===== src/sv/fra_pkg.sv =====
// Shared types, codes and constants of the fenced ring buffer allocator.
package fra_pkg;

  // Fence queue depth and allocation granule (granule is a power of two).
  localparam int FENCE_DEPTH = 16;
  localparam int ALIGN_LOG2  = 8;
  localparam int ALIGN_BYTES = 1 << ALIGN_LOG2;

  localparam int PTR_W  = $clog2(FENCE_DEPTH);
  localparam int CNT_W  = $clog2(FENCE_DEPTH + 1);
  localparam int SIZE_W = 34;

  localparam logic [SIZE_W-1:0] ALIGN_MASK   = SIZE_W'(ALIGN_BYTES - 1);
  localparam logic [32:0]       MAX_SIZE_RST = 33'd1048576;

  // Item kinds.
  localparam logic [1:0] KIND_ALLOC   = 2'd0;
  localparam logic [1:0] KIND_CLOSE   = 2'd1;
  localparam logic [1:0] KIND_RELEASE = 2'd2;

  // Result status codes.
  localparam logic [1:0] STATUS_OK      = 2'd0;
  localparam logic [1:0] STATUS_REFUSED = 2'd1;
  localparam logic [1:0] STATUS_QFULL   = 2'd2;

  typedef struct packed {
    logic [1:0]  kind;
    logic [32:0] request_size;
    logic [47:0] fence_value;
  } in_item_t;

  typedef struct packed {
    logic [1:0]  status;
    logic [31:0] offset;
    logic [32:0] granted_size;
    logic [32:0] used_bytes;
  } out_item_t;

  // Commands from the controller to the datapath.
  typedef struct packed {
    logic load;
    logic alloc_prep;
    logic alloc_exec;
    logic close_exec;
    logic rel_pop;
    logic plain_result;
  } ctl_cmd_t;

  // Status from the datapath to the controller.
  typedef struct packed {
    logic pop_ok;
    logic out_free;
  } dp_status_t;

endpackage


===== src/sv/fra_ctl.sv =====
// Sequencing state machine of the fenced ring buffer allocator.
module fra_ctl (
  input  logic              clk,
  input  logic              rst_n,
  input  logic              in_valid,
  input  logic [1:0]        in_kind,
  output logic              in_stall,
  output fra_pkg::ctl_cmd_t cmd,
  input  fra_pkg::dp_status_t st
);
  import fra_pkg::*;

  typedef enum logic [6:0] {
    S_IDLE       = 7'b0000001,
    S_ALLOC_PREP = 7'b0000010,
    S_ALLOC_EXEC = 7'b0000100,
    S_CLOSE      = 7'b0001000,
    S_REL_LOAD   = 7'b0010000,
    S_REL_POP    = 7'b0100000,
    S_NOP        = 7'b1000000
  } state_t;

  state_t state_r, state_nxt;

  // Items are taken only between operations.
  assign in_stall = (state_r != S_IDLE);

  // Next state and commands.
  always_comb begin
    state_nxt = state_r;
    cmd       = '0;
    unique case (state_r)
      S_IDLE: begin
        if (in_valid) begin
          cmd.load = 1'b1;
          unique case (in_kind)
            KIND_ALLOC:   state_nxt = S_ALLOC_PREP;
            KIND_CLOSE:   state_nxt = S_CLOSE;
            KIND_RELEASE: state_nxt = S_REL_LOAD;
            default:      state_nxt = S_NOP;
          endcase
        end
      end
      S_ALLOC_PREP: begin
        cmd.alloc_prep = 1'b1;
        state_nxt      = S_ALLOC_EXEC;
      end
      S_ALLOC_EXEC: begin
        if (st.out_free) begin
          cmd.alloc_exec = 1'b1;
          state_nxt      = S_IDLE;
        end
      end
      S_CLOSE: begin
        if (st.out_free) begin
          cmd.close_exec = 1'b1;
          state_nxt      = S_IDLE;
        end
      end
      S_REL_LOAD: begin
        state_nxt = S_REL_POP;
      end
      S_REL_POP: begin
        priority if (st.pop_ok) begin
          cmd.rel_pop = 1'b1;
        end else if (st.out_free) begin
          cmd.plain_result = 1'b1;
          state_nxt        = S_IDLE;
        end
      end
      S_NOP: begin
        if (st.out_free) begin
          cmd.plain_result = 1'b1;
          state_nxt        = S_IDLE;
        end
      end
      default: state_nxt = S_IDLE;
    endcase
  end

  // State register.
  always_ff @(posedge clk) begin
    if (!rst_n) begin
      state_r <= S_IDLE;
    end else begin
      state_r <= state_nxt;
    end
  end

endmodule


===== src/sv/fra_dp.sv =====
// Ring pointers, fence queue and result register of the allocator.
module fra_dp (
  input  logic                clk,
  input  logic                rst_n,
  input  fra_pkg::in_item_t   in_item,
  input  logic                cfg_we,
  input  logic [32:0]         cfg_data,
  input  fra_pkg::ctl_cmd_t   cmd,
  output fra_pkg::dp_status_t st,
  output logic                out_valid,
  input  logic                out_stall,
  output fra_pkg::out_item_t  out_item
);
  import fra_pkg::*;

  typedef struct packed {
    logic [47:0] fence;
    logic [32:0] tail;
    logic [32:0] bytes;
  } q_entry_t;

  // Architectural state.
  logic [32:0]      max_r;
  logic [32:0]      head_r, head_nxt;
  logic [32:0]      tail_r, tail_nxt;
  logic [32:0]      used_r, used_nxt;
  logic [32:0]      pend_r, pend_nxt;
  logic [PTR_W-1:0] rd_ptr_r, rd_ptr_nxt, rd_inc;
  logic [PTR_W-1:0] wr_ptr_r, wr_ptr_nxt, wr_inc;
  logic [CNT_W-1:0] q_count_r, q_count_nxt;

  // Working registers of the current item.
  in_item_t          item_r;
  logic [SIZE_W-1:0] size_r;
  logic [32:0]       avail_r;
  logic [32:0]       skip_r;
  logic              full_r;
  logic              tge_r;

  // Fence queue storage.
  q_entry_t         q_mem [FENCE_DEPTH];
  q_entry_t         rd_data_r;
  logic [PTR_W-1:0] rd_addr;
  logic             q_we;

  // Result register.
  logic       out_valid_r;
  out_item_t  out_item_r, result;
  logic       result_we;

  // Allocation decision terms.
  logic [SIZE_W-1:0] size_round;
  logic [34:0]       end_sum;
  logic              room_ok, fit_end, fit_head, fit_gap;
  logic              q_full;

  assign st.out_free = !out_valid_r || !out_stall;
  assign out_valid   = out_valid_r;
  assign out_item    = out_item_r;

  assign rd_inc = (rd_ptr_r == PTR_W'(FENCE_DEPTH - 1)) ? '0 : rd_ptr_r + 1'b1;
  assign wr_inc = (wr_ptr_r == PTR_W'(FENCE_DEPTH - 1)) ? '0 : wr_ptr_r + 1'b1;
  assign q_full = (q_count_r >= CNT_W'(FENCE_DEPTH));

  // The oldest entry may be popped when its fence has completed.
  assign st.pop_ok = (q_count_r != '0) && (rd_data_r.fence <= item_r.fence_value);

  // Request rounded up to the granule at full precision.
  assign size_round = ({1'b0, item_r.request_size} + ALIGN_MASK) & ~ALIGN_MASK;

  // Fit checks against the prepared terms.
  assign room_ok  = !full_r && ({1'b0, avail_r} >= size_r);
  assign end_sum  = {2'b00, tail_r} + {1'b0, size_r};
  assign fit_end  = end_sum <= {2'b00, max_r};
  assign fit_head = size_r <= {1'b0, head_r};
  assign fit_gap  = end_sum <= {2'b00, head_r};

  assign q_we    = cmd.close_exec && (item_r.kind == KIND_CLOSE) && !q_full;
  assign rd_addr = (cmd.rel_pop && st.pop_ok) ? rd_inc : rd_ptr_r;

  // Next state of the ring and the result of the finishing step.
  always_comb begin
    head_nxt    = head_r;
    tail_nxt    = tail_r;
    used_nxt    = used_r;
    pend_nxt    = pend_r;
    rd_ptr_nxt  = rd_ptr_r;
    wr_ptr_nxt  = wr_ptr_r;
    q_count_nxt = q_count_r;
    result_we   = 1'b0;
    result      = '0;

    if (cmd.alloc_exec) begin
      result_we           = 1'b1;
      result.granted_size = size_r[32:0];
      result.status       = STATUS_REFUSED;
      if (room_ok) begin
        if ((tge_r && fit_end) || (!tge_r && fit_gap)) begin
          // Grant right after the tail.
          result.status = STATUS_OK;
          result.offset = tail_r[31:0];
          tail_nxt      = end_sum[32:0];
          used_nxt      = used_r + size_r[32:0];
          pend_nxt      = pend_r + size_r[32:0];
        end else if (tge_r && fit_head) begin
          // Wrap to the start; the skipped end bytes count as used.
          result.status = STATUS_OK;
          tail_nxt      = size_r[32:0];
          used_nxt      = used_r + skip_r + size_r[32:0];
          pend_nxt      = pend_r + skip_r + size_r[32:0];
        end
      end
      result.used_bytes = used_nxt;
    end

    if (cmd.close_exec) begin
      result_we = 1'b1;
      if (item_r.kind == KIND_CLOSE) begin
        if (q_full) begin
          result.status = STATUS_QFULL;
        end else begin
          wr_ptr_nxt  = wr_inc;
          q_count_nxt = q_count_r + 1'b1;
          pend_nxt    = '0;
        end
      end
      result.used_bytes = used_r;
    end

    if (cmd.rel_pop && st.pop_ok) begin
      used_nxt    = (rd_data_r.bytes <= used_r) ? used_r - rd_data_r.bytes : '0;
      head_nxt    = rd_data_r.tail;
      rd_ptr_nxt  = rd_inc;
      q_count_nxt = q_count_r - 1'b1;
    end

    if (cmd.plain_result) begin
      result_we         = 1'b1;
      result.used_bytes = used_r;
    end
  end

  // Control state and configuration.
  always_ff @(posedge clk) begin
    if (!rst_n) begin
      max_r       <= MAX_SIZE_RST;
      head_r      <= '0;
      tail_r      <= '0;
      used_r      <= '0;
      pend_r      <= '0;
      rd_ptr_r    <= '0;
      wr_ptr_r    <= '0;
      q_count_r   <= '0;
      out_valid_r <= 1'b0;
    end else begin
      if (cfg_we) begin
        max_r <= cfg_data;
      end
      head_r    <= head_nxt;
      tail_r    <= tail_nxt;
      used_r    <= used_nxt;
      pend_r    <= pend_nxt;
      rd_ptr_r  <= rd_ptr_nxt;
      wr_ptr_r  <= wr_ptr_nxt;
      q_count_r <= q_count_nxt;
      if (result_we) begin
        out_valid_r <= 1'b1;
      end else if (!out_stall) begin
        out_valid_r <= 1'b0;
      end
    end
  end

  // Item capture, allocation preparation and result payload.
  always_ff @(posedge clk) begin
    if (cmd.load) begin
      item_r <= in_item;
    end
    if (cmd.alloc_prep) begin
      size_r  <= size_round;
      avail_r <= max_r - used_r;
      full_r  <= used_r >= max_r;
      skip_r  <= (max_r > tail_r) ? max_r - tail_r : '0;
      tge_r   <= tail_r >= head_r;
    end
    if (result_we) begin
      out_item_r <= result;
    end
  end

  // Fence queue memory with registered read.
  always_ff @(posedge clk) begin
    if (q_we) begin
      q_mem[wr_ptr_r] <= '{fence: item_r.fence_value, tail: tail_r, bytes: pend_r};
    end
    rd_data_r <= q_mem[rd_addr];
  end

  // The queue never holds more entries than it has room for.
  a_count_bound: assert property (@(posedge clk) disable iff (!rst_n)
    q_count_r <= CNT_W'(FENCE_DEPTH))
    else $error("fence queue count beyond depth");

  // A pop removes exactly one entry.
  a_pop_count: assert property (@(posedge clk) disable iff (!rst_n)
    (cmd.rel_pop && st.pop_ok) |=> (q_count_r == $past(q_count_r) - 1'b1))
    else $error("pop did not lower the queue count by one");

  // An accepted close adds exactly one entry and clears the pending bytes.
  a_close_push: assert property (@(posedge clk) disable iff (!rst_n)
    q_we |=> (q_count_r == $past(q_count_r) + 1'b1) && (pend_r == '0))
    else $error("close did not push one entry");

  // A result is never written over one that is still held.
  a_no_overwrite: assert property (@(posedge clk) disable iff (!rst_n)
    result_we |-> st.out_free)
    else $error("result written while output held");

endmodule


===== src/sv/fenced_ring_buffer_allocator.sv =====
// Top level of the fenced ring buffer allocator: controller plus datapath.
//
// The block hands out 256-byte aligned space from a ring of max_size bytes
// and tracks it per fence in a 16-entry queue. One item is worked on at a
// time, and each item gives exactly one result. An allocate is captured, its
// size rounded and fit terms prepared, then the grant writes its result. A
// close or an unused kind is captured and then writes its result. A release
// is captured, then frees entries one per cycle while the oldest fence has
// completed, since the fence queue memory is read one entry per cycle, then
// writes its result. The next item is accepted in the cycle after the result
// is written into the output register, so a held result stalls the input
// only when a second result is ready behind it. No clearing pass runs after
// reset; max_size resets to 1 MiB and may be rewritten while idle.
module fenced_ring_buffer_allocator (
  input  logic               clk,
  input  logic               rst_n,
  input  logic               in_valid,
  output logic               in_stall,
  input  fra_pkg::in_item_t  in_item,
  output logic               out_valid,
  input  logic               out_stall,
  output fra_pkg::out_item_t out_item,
  input  logic               cfg_we,
  input  logic [32:0]        cfg_data
);
  import fra_pkg::*;

  ctl_cmd_t   cmd;
  dp_status_t st;

  // Sequencer.
  fra_ctl u_ctl (
    .clk      (clk),
    .rst_n    (rst_n),
    .in_valid (in_valid),
    .in_kind  (in_item.kind),
    .in_stall (in_stall),
    .cmd      (cmd),
    .st       (st)
  );

  // Ring state, fence queue and output register.
  fra_dp u_dp (
    .clk       (clk),
    .rst_n     (rst_n),
    .in_item   (in_item),
    .cfg_we    (cfg_we),
    .cfg_data  (cfg_data),
    .cmd       (cmd),
    .st        (st),
    .out_valid (out_valid),
    .out_stall (out_stall),
    .out_item  (out_item)
  );

endmodule


===== config.mk =====
export PLATFORM = sky130hd
export DESIGN_NAME = fenced_ring_buffer_allocator
export DESIGN_NICKNAME = d
export VERILOG_FILES = /design/src/sv/fra_pkg.sv /design/src/sv/fra_ctl.sv /design/src/sv/fra_dp.sv /design/src/sv/fenced_ring_buffer_allocator.sv
export SDC_FILE = /design/constraint.sdc
export NUM_CORES = 2
export LEC_CHECK = 0
export BUFFER_PORTS_ARGS = -buffer_cell sky130_fd_sc_hd__buf_2
export CORE_MARGIN = 2
export CORE_UTILIZATION = 59
export CTS_CLUSTER_SIZE = 8
export DETAILED_ROUTE_END_ITERATION = 8
export PLACE_DENSITY = 0.77
export SLEW_MARGIN = 30
export SYNTH_ARGS = -nofsm -noshare
export SYNTH_HDL_FRONTEND = slang
export SYNTH_SLANG_ARGS = --single-unit

===== constraint.sdc =====
create_clock -name clk -period 14.6 [get_ports clk]
set_input_delay 1.46 -clock clk [delete_from_list [all_inputs] [get_ports clk]]
set_output_delay 1.46 -clock clk [all_outputs]
set_load 0.05 [all_outputs]

==> impl_metrics.yaml <==
status:
  status: "finished, final reports clean"
global_routing:
  grt_pass1_vias: 71568
  track_usage: 0.341
  antenna_found_initial: 10
  grt_pass1_wl_um: 446000
  grt_max_degree: 234
  grt-ovfl-total: 0
floorplanning:
  coreArea_um2: 171000
  ios: 223
  die_w_um: 419
  initial_core_util: 0.592
  die_h_um: 419
  dieArea_um2: 175000
  row_count: 152
placed_design:
  gp_congestion: 1.02
  placedCellCount: 10936
  place_hpwl_um: 176000
  pre_cts_slack_ps: 6540
  portBuffers: 206
yosys:
  synth-seq-cells: 2233
  yosys.cell_types.count: 104
  synth-main-ff-cell: "edfxtp_1"
  synthTopCellsByArea: "edfxtp_1 (58%), nand2_1 (7.2%), nand3_1 (5.6%)"
  syn_area_um2: 101000
  ys_async_sr_fraction: 0
  synth.top_cell.area_share: 0.579
  yosysWarnings: 0
  ys_seq_area_frac: 0.634
  yosysTopAreaCell: "edfxtp_1"
  synth_cells: 8817
  synth_edf_count: 1957
  syn_area_per_cell_um2: 11.5
routing:
  vias: 73935
  first_pass_iters: 7
  wire_per_inst_um: 26.3
  drtIter0Drc: 9654
  ant_nets: 0
  totalWireLength_um: 303000
  drc: 0
  routed_via_density: 6.43
timing:
  fin_crit_sh: 0.570
  setup_violations: 0
  setup_slack_ps: 6280
  rsz0062_at_grt: "no"
  slew-limit-headroom: 0.277
  slew_violations: 0
  finClkSkew_ps: 110
  hold_ws_ps: 438
  fin_tns_setup_ps: 0
  hold_viol_final: 0
  worstMarginPinSlew_ps: 1080
  period_minus_slack_ps: 8320
  fmax_mhz: 120
setup_path:
  slowest_stage: "dfxtp_1"
  critPathArrivalTime_ps: 9160
  crit_path_cell_trace: "inv_1, fa_1, nor2b_1, o31a_1, o221ai_2, a211oi_2, a41oi_2, o21ai_0, a2111oi_0, nor3_1, xor2_1, ha_1, a211o_1, a221oi_1, o21ai_0, a211oi_2, o2111ai_1, mux2i_4, nand2_2, a21o_1, a211o_1, a21oi_1"
  critPathLaunchType: "register"
  endpoint_kind: "register"
  crit_fanout: 25
  rr_worst_depth: 22
  r2r_setup_slack_ps: 6280
  crit_type: "reg -> reg"
  cp.required_ps: 15440
  cp_slowest_stage_delay_ps: 760
clock_network:
  cts_hold_buf: 0
  htree_levels: 5
  cts_made_buffers: 331
  post-cts-setup-buffers: 0
  tritoncts: "built"
  clk_latency_ps: 980
  cts_root_buf: "clkbuf_16"
  cts.sinks: 2233
  clk_pin_slew_ps: 60
  clockBufferDepth: 4
  cts_resized: 0
layout:
  area_growth_pct: 12.5
  nets: 9641
  drive_gt1_frac: 0.0840
  stdcell_count: 11507
job:
  max_cap_violations: 0
power:
  power.total_w: 0.0146
  irDropWorstVdd_mv: 0.142
  p_per_area_nw_per_um2: 128
  p_leak_nw: 43.6
min_path:
  worstHoldPathCells: 2
  hold_class: "reg -> reg"
-- report_power, final --
group	switching (W)	internal [W]	leakage (nW)	total, W
combinational	0.000350	0.000171	17.4	0.000522
sequential	0.000116	0.00704	21.7	0.00715
clock	0.00267	0.00425	4.46	0.00693
total	0.00314	0.0115	43.6	0.0146
-- path summary, 6_finish.rpt --
| check | start | to |
|---|---|---|
| min reg2reg | u_dp.rd_data_r[58] | u_dp.head_r[25] |
| max | u_dp.tail_r[9] | u_dp.used_r[12] |
| max reg2reg | u_dp.tail_r[9] | u_dp.used_r[12] |
| min | u_dp.rd_data_r[58] | u_dp.head_r[25] |
-- through the flow --
step           instance area (um2)   util
2_1_floorplan               101000      -
3_3_place_gp                105000  0.611
3_5_place_dp                105000  0.611
4_1_cts                     114000  0.666
5_1_grt                     114000  0.666
6_report                    114000  0.666
-- cells in the final DEF (no fill, tap or decap), types with 22 or more instances in the layout --
cell type  synthesis  final
edfxtp_1        1957   1957
nand2_1         1952   1950
nand3_1         1132   1131
ha_1             425    425
nand4_1          363    363
nor2_1           354    342
clkbuf_16          0    336
inv_1            308    308
a21oi_1          307    307
dfxtp_1          276    276
clkbuf_1         171    214
buf_2            236    205
xnor2_1          155    154
o21ai_0          139    137
a21o_1           129    129
buf_4             23     95
xor2_1            71     71
fa_1              56     56
a211oi_1          53     52
o21a_1            52     52
nor3_1            55     49
mux2i_1           39     37
a31oi_1           35     35
nand2b_1          28     28
o21bai_1          26     26
nor2b_1           25     25
and3_1            23     23
a211o_1           23     23
o211ai_1          22     22
nor4_1            22     22
-- kinds of logic (layout without fill, tap and decap cells) --
| family | Yosys count | in the layout | synth area share |
|---|---|---|---|
| AO/OA/AOI/OAI | 1007 | 1007 | 0.0661 |
| XOR/XNOR | 227 | 227 | 0.0197 |
| other | 2 | 21 | 0.0000741 |
| multiplexers | 43 | 43 | 0.00440 |
| buffers and inverters | 764 | 1202 | 0.0321 |
| AND/OR/NAND/NOR | 4060 | 4060 | 0.180 |
| flip-flops | 2233 | 2233 | 0.634 |
| adder cells (fa/ha/maj) | 481 | 481 | 0.0635 |
-- cell usage after synthesis, drive strengths merged (26+ instances only) --
cell type and n:
a31oi 37, dfxtp 276, a21oi 311, inv 309, xor2 71, a211oi 59, nor2 357, nand2b 28
edfxtp 1957, o21a 53, nand4 363, buf 283, nand2 1953, o21ai 147, fa 56, nand3 1132
o21bai 26, clkbuf 171, ha 425, nor3 57, xnor2 156, mux2i 40, a21o 130
-- state kept, by name (all words and copies together) (netlist names), 5 cells and up --
name	count
u_ctl.state_r	7
u_dp.avail_r	33
u_dp.head_r	25
u_dp.item_r	83
u_dp.max_r	33
u_dp.out_item	84
u_dp.pend_r	33
u_dp.q_count_r	5
u_dp.q_mem	1696
u_dp.rd_data_r	106
u_dp.size_r	26
u_dp.skip_r	33
u_dp.tail_r	25
u_dp.used_r	33
-- routing by layer --
layer / wire (um) / part of all wire / track usage
met1: 114000 / 0.38 / 0.454
met2: 138000 / 0.45 / 0.529
met3: 33700 / 0.11 / 0.0704
met4: 17900 / 0.059 / 0.186
met5: 85 / 0.00028 / 0
-- critical path, delay by kind of cell, from the launching register on --
family / cells / cell delay [ps]
AO/OA/AOI/OAI: 14 / 4270
adder cells (fa/ha/maj): 2 / 830
XOR/XNOR: 1 / 370
flip-flops: 1 / 760
AND/OR/NAND/NOR: 3 / 1050
buffers and inverters: 1 / 250
multiplexers: 1 / 690
-- final cells by class --
| type | count | area, um2 |
|---|---|---|
| Sequential cell | 2233 | 64300 |
| Fill cell | 12048 | 57100 |
| Multi-Input combinational cell | 5836 | 34200 |
| Clock buffer | 552 | 9240 |
| Tap cell | 2233 | 2790 |
| Timing Repair Buffer | 327 | 2240 |
| Inverter | 310 | 1170 |
| Clock inverter | 13 | 111 |
| Antenna cell | 3 | 7.51 |
No activity file was read; power rests on OpenSTA's default activity.
